File: src/rtl/olc_pkg.sv
package olc_pkg;

  localparam int unsigned RING_DEPTH  = 256;  // power of two: ring index is the low line bits
  localparam int unsigned RING_AW     = $clog2(RING_DEPTH);
  localparam int unsigned OFFSET_BITS = 32;
  localparam int unsigned LINE_W      = 32;
  localparam int unsigned OUT_W       = 32;
  localparam int unsigned CHUNK_W     = 9;
  localparam int unsigned OVL_W       = 8;
  localparam int unsigned SIZE_W      = RING_AW + 1;
  localparam int unsigned CFG_IDX_W   = 1;
  localparam int unsigned CFG_DATA_W  = 9;

  localparam logic [7:0]             NEWLINE     = 8'd10;
  localparam logic [CHUNK_W-1:0]     CHUNK_RESET = CHUNK_W'(64);
  localparam logic [OVL_W-1:0]       OVL_RESET   = OVL_W'(8);
  localparam logic [OFFSET_BITS-1:0] OFF_MAX     = '1;
  localparam logic [LINE_W-1:0]      LINE_MAX    = '1;

  typedef enum logic [CFG_IDX_W-1:0] {
    CFG_CHUNK_LINES   = 1'b0,
    CFG_OVERLAP_LINES = 1'b1
  } olc_cfg_idx_e;

  typedef struct packed {
    logic [7:0] text_byte;
    logic       is_end;
  } olc_in_t;

  typedef struct packed {
    logic [OUT_W-1:0] first_line;
    logic [OUT_W-1:0] last_line;
    logic [OUT_W-1:0] start_byte;
    logic [OUT_W-1:0] end_byte;
  } olc_out_t;

  typedef struct packed {
    logic main_valid;
    logic skid_valid;
  } olc_buf_status_t;

endpackage

File: src/rtl/olc_out_buf.sv
module olc_out_buf import olc_pkg::*; (
  input  logic            clk_i,
  input  logic            rst_ni,
  input  logic            push_i,
  input  olc_out_t        push_data_i,
  output logic            ready_o,
  output logic            out_valid_o,
  input  logic            out_ready_i,
  output olc_out_t        out_data_o,
  output olc_buf_status_t status_o
);

  logic     main_valid_q, main_valid_d;
  logic     skid_valid_q, skid_valid_d;
  olc_out_t main_data_q, main_data_d;
  olc_out_t skid_data_q, skid_data_d;

  always_comb begin
    main_valid_d = main_valid_q;
    skid_valid_d = skid_valid_q;
    main_data_d  = main_data_q;
    skid_data_d  = skid_data_q;
    if (!main_valid_q || out_ready_i) begin
      if (skid_valid_q) begin
        main_data_d  = skid_data_q;
        main_valid_d = 1'b1;
        skid_valid_d = 1'b0;
      end else begin
        main_data_d  = push_data_i;
        main_valid_d = push_i;
      end
    end else if (push_i) begin
      skid_data_d  = push_data_i;
      skid_valid_d = 1'b1;
    end
  end

  always_ff @(posedge clk_i or negedge rst_ni) begin
    if (!rst_ni) begin
      main_valid_q <= 1'b0;
      skid_valid_q <= 1'b0;
    end else begin
      main_valid_q <= main_valid_d;
      skid_valid_q <= skid_valid_d;
    end
  end

  always_ff @(posedge clk_i) begin
    main_data_q <= main_data_d;
    skid_data_q <= skid_data_d;
  end

  assign ready_o     = !skid_valid_q;
  assign out_valid_o = main_valid_q;
  assign out_data_o  = main_data_q;
  assign status_o    = '{main_valid: main_valid_q, skid_valid: skid_valid_q};

endmodule

File: config.mk
export PLATFORM = sky130hd
export DESIGN_NAME = olc_out_buf
export DESIGN_NICKNAME = d
export VERILOG_FILES = /design/src/rtl/olc_pkg.sv /design/src/rtl/olc_out_buf.sv
export SDC_FILE = /design/constraint.sdc
export NUM_CORES = 1
export LEC_CHECK = 0
export BUFFER_PORTS_ARGS = -buffer_cell sky130_fd_sc_hd__clkbuf_2
export CAP_MARGIN = 20
export CORE_ASPECT_RATIO = 1.2
export CORE_MARGIN = 2
export CORE_UTILIZATION = 41
export DETAILED_ROUTE_END_ITERATION = 12
export PLACE_DENSITY = 0.65
export SLEW_MARGIN = 20
export SYNTH_ARGS = -nofsm -noshare
export SYNTH_HDL_FRONTEND = slang
export SYNTH_SLANG_ARGS = --single-unit
File: constraint.sdc
create_clock -name clk_i -period 18.6 [get_ports clk_i]
set_clock_uncertainty 0.15 [all_clocks]
set_input_delay 0.93 -clock clk_i [delete_from_list [all_inputs] [get_ports clk_i]]
set_output_delay 0.93 -clock clk_i [all_outputs]
set_load 0.005 [all_outputs]
==> metrics.txt <==
run status=complete, no violations; area added between synthesis and finish=25.2%; CP endpoint=status_o[0]; cts hold-fix bufs=0; Post-Place Setup Slack=between 10 and 15 ns; worst hold-check path type=in -> async; relative max-transition margin=0.266; Required @ worst endpoint=~18 ns; diode insertion count for antenna repair=0; effective utilization at floorplan=0.417; Placer Congestion=between 0.7 and 0.8; setup repair after global routing missed its margin=no; final setup violating endpoints=0; drt initial violations=between 150 and 200; critical path peak fanout=69; Post-Synthesis Net Count=roughly 540; remaining antenna violation count after routing=0; post-CTS setup buffers=0; gr usage total=0.146; slew at the pin closest to its max-slew limit=1.10 ns; worst setup slack after layout=14.86 ns; CTS tree=built; endpoint class of the critical path=output port; count of TritonRoute iterations in the first routing pass=4; synthesized area per cell=between 20 and 25 um2; number of distinct library cell variants in the gate-level netlist after synthesis=10; maximum clock insertion buffer count=3; H-tree levels=1; sequential cell area fraction in the yosys report=0.827; Worst R2R End=skid_data_q[22]; Arrival @ worst endpoint=2.66 ns; detailed-route vias per instance=4.86; Die Wd=142 um; detailed-route via count=approximately 4800; classification of the worst setup path=reg -> out; total number of yosys warnings=0; Worst setup SP type=flop; core outline area=approximately 22000 um2; routed length per instance=between 15 and 20 um; initial antenna violation count=0; # Max-Cap Violations=0; top achievable clock speed=between 0.2 and 0.3 GHz; height of the die=between 150 and 200 um; pin count of the biggest net entering global routing=79; global-route wire length before repair=between 20 and 30 mm; WL final=between 15 and 20 mm; synthesized flop and latch total=around 260; placed wire-length estimate after detailed placement=approximately 12 mm; clock tree sinks=258; via count of the first global-routing pass=5046; power per unit of standard cell area=roughly 110 nW/um2; total negative setup slack=0 ns; clock tree root driver cell=sky130_fd_sc_hd__clkbuf_16; post-route clock period utilization=0.201; Final Hold Violating Endpoints=0; final routed DRC violation total=0; CP startpoint=skid_valid_q; number of pins with negative max-slew slack in the final report=0; num ports=264; Clk Latency, worst-skew pair=approximately 0.51 ns; number of buffers added by the clock tree synthesis step=26; gate count of the mapped netlist=between 400 and 500; fraction of layout instances using a drive strength above 1=0.611; Leakage Power=approximately 0.0045 uW; path depth of the worst reg2reg path=4; num rows=60; clock transition time at the flip-flop clock pins of the worst setup and hold paths=~0.060 ns; total grt overflow=0; area enclosed by the die boundary=approximately 24000 um2; IO Port Bufs=around 260; minimum setup slack among reg-to-reg paths=~15 ns; Gates resized, CTS repair=0; time the worst path needs with I/O delays and setup=3.74 ns; Max IR drop VDD=around 0.086 mV; RR Startpoint=out_valid_o; Cell Area, Synth=9360 um2; count of nets after finishing=820
## per-stage QoR
step | cell area [um2] | hold slack (ns) | utilization | total power (uW) | std cells
after detailed placement | 10900 | 0.383 | 0.487 | 821 | 939
final | 11700 | 0.0446 | 0.522 | 1290 | 986
after global placement | 10900 | 0.377 | 0.487 | 817 | 939
after floorplan | 9360 | 0.373 | - | 768 | 409
after global routing | 11700 | 0.0144 | 0.522 | 1340 | 986
after CTS | 11700 | 0.0220 | 0.522 | 1310 | 986
## where the power goes
part           internal, uW  switching [uW]  total (uW)
Sequential              690            15.9         706
Combinational          51.4            48.5        99.9
Clock                   277             207         484
Total                  1020             272        1290
## critical path, stage by stage (launching register included)
cell and delay, ns:
sky130_fd_sc_hd__dfrtp_4 1.01, sky130_fd_sc_hd__buf_4 0.77, sky130_fd_sc_hd__clkbuf_2 0.24
## placed cells by master, fill, tap and decap left out
cell and instances:
sky130_fd_sc_hd__clkbuf_8 3, sky130_fd_sc_hd__nand2b_4 1, sky130_fd_sc_hd__dfrtp_4 1, sky130_fd_sc_hd__buf_4 4, sky130_fd_sc_hd__mux2_2 128, sky130_fd_sc_hd__inv_1 2, sky130_fd_sc_hd__clkbuf_16 27, sky130_fd_sc_hd__clkbuf_2 263
sky130_fd_sc_hd__nor2_4 1, sky130_fd_sc_hd__nor2_1 2, sky130_fd_sc_hd__clkbuf_1 7, sky130_fd_sc_hd__clkinv_1 6, sky130_fd_sc_hd__clkinvlp_4 2, sky130_fd_sc_hd__clkinv_2 2, sky130_fd_sc_hd__nand2_1 1, sky130_fd_sc_hd__dfrtp_1 1
sky130_fd_sc_hd__edfxtp_1 256
## cells in the mapped netlist
master | instances | area share
sky130_fd_sc_hd__inv_1 | 2 | 0.00080
sky130_fd_sc_hd__buf_2 | 3 | 0.0016
sky130_fd_sc_hd__nand2b_1 | 1 | 0.00067
sky130_fd_sc_hd__nand2_1 | 1 | 0.00040
sky130_fd_sc_hd__edfxtp_1 | 256 | 0.82
sky130_fd_sc_hd__dfrtp_1 | 2 | 0.0053
sky130_fd_sc_hd__buf_6 | 10 | 0.012
sky130_fd_sc_hd__buf_4 | 3 | 0.0024
sky130_fd_sc_hd__nor2_1 | 3 | 0.0012
sky130_fd_sc_hd__mux2_2 | 128 | 0.15
## cell type report
cell class                 instances  area, um2
clock buffer                      37        743
clock inverter                    10       47.5
fill                            1854      10700
inverter                           2       7.51
multi-input combinational        133       1480
sequential                       258       7740
tap                              279        349
timing repair buffer             267       1350
## worst min path at each step
stage | start | to | slack, ns | cells past startpoint
3_5_place_dp | skid_data_q[103] | out_data_o[103] | 0.38 | 1
4_1_cts | rst_ni | out_valid_o | 0.02 | 1
5_1_grt | rst_ni | out_valid_o | 0.01 | 1
6_report | rst_ni | out_valid_o | 0.04 | 1
3_3_place_gp | skid_data_q[123] | out_data_o[123] | 0.38 | 1
2_1_floorplan | skid_data_q[100] | out_data_o[100] | 0.37 | 1
## per-layer routing
layer  vias to the layer above  GRT usage  share of wire
met1                      2356      0.180           0.40
li1                       2196          -              -
met5                         -          0              0
met2                       207      0.249           0.50
met3                        37     0.0446          0.083
met4                         0     0.0452          0.024
## flip-flops by register name, indices dropped and copies added (netlist names)
name,cells
out_data_o,128
out_valid_o,1
skid_data_q,128
skid_valid_q,1
## kinds of logic (layout without fill, tap and decap cells)
| family | after synthesis | in the layout | share of synthesized area |
|---|---|---|---|
| mux | 128 | 128 | 0.154 |
| buf+inv | 18 | 316 | 0.0168 |
| simple gates | 5 | 5 | 0.00227 |
| flops | 258 | 258 | 0.827 |
Note: power is estimated with default switching activity, not from simulation.
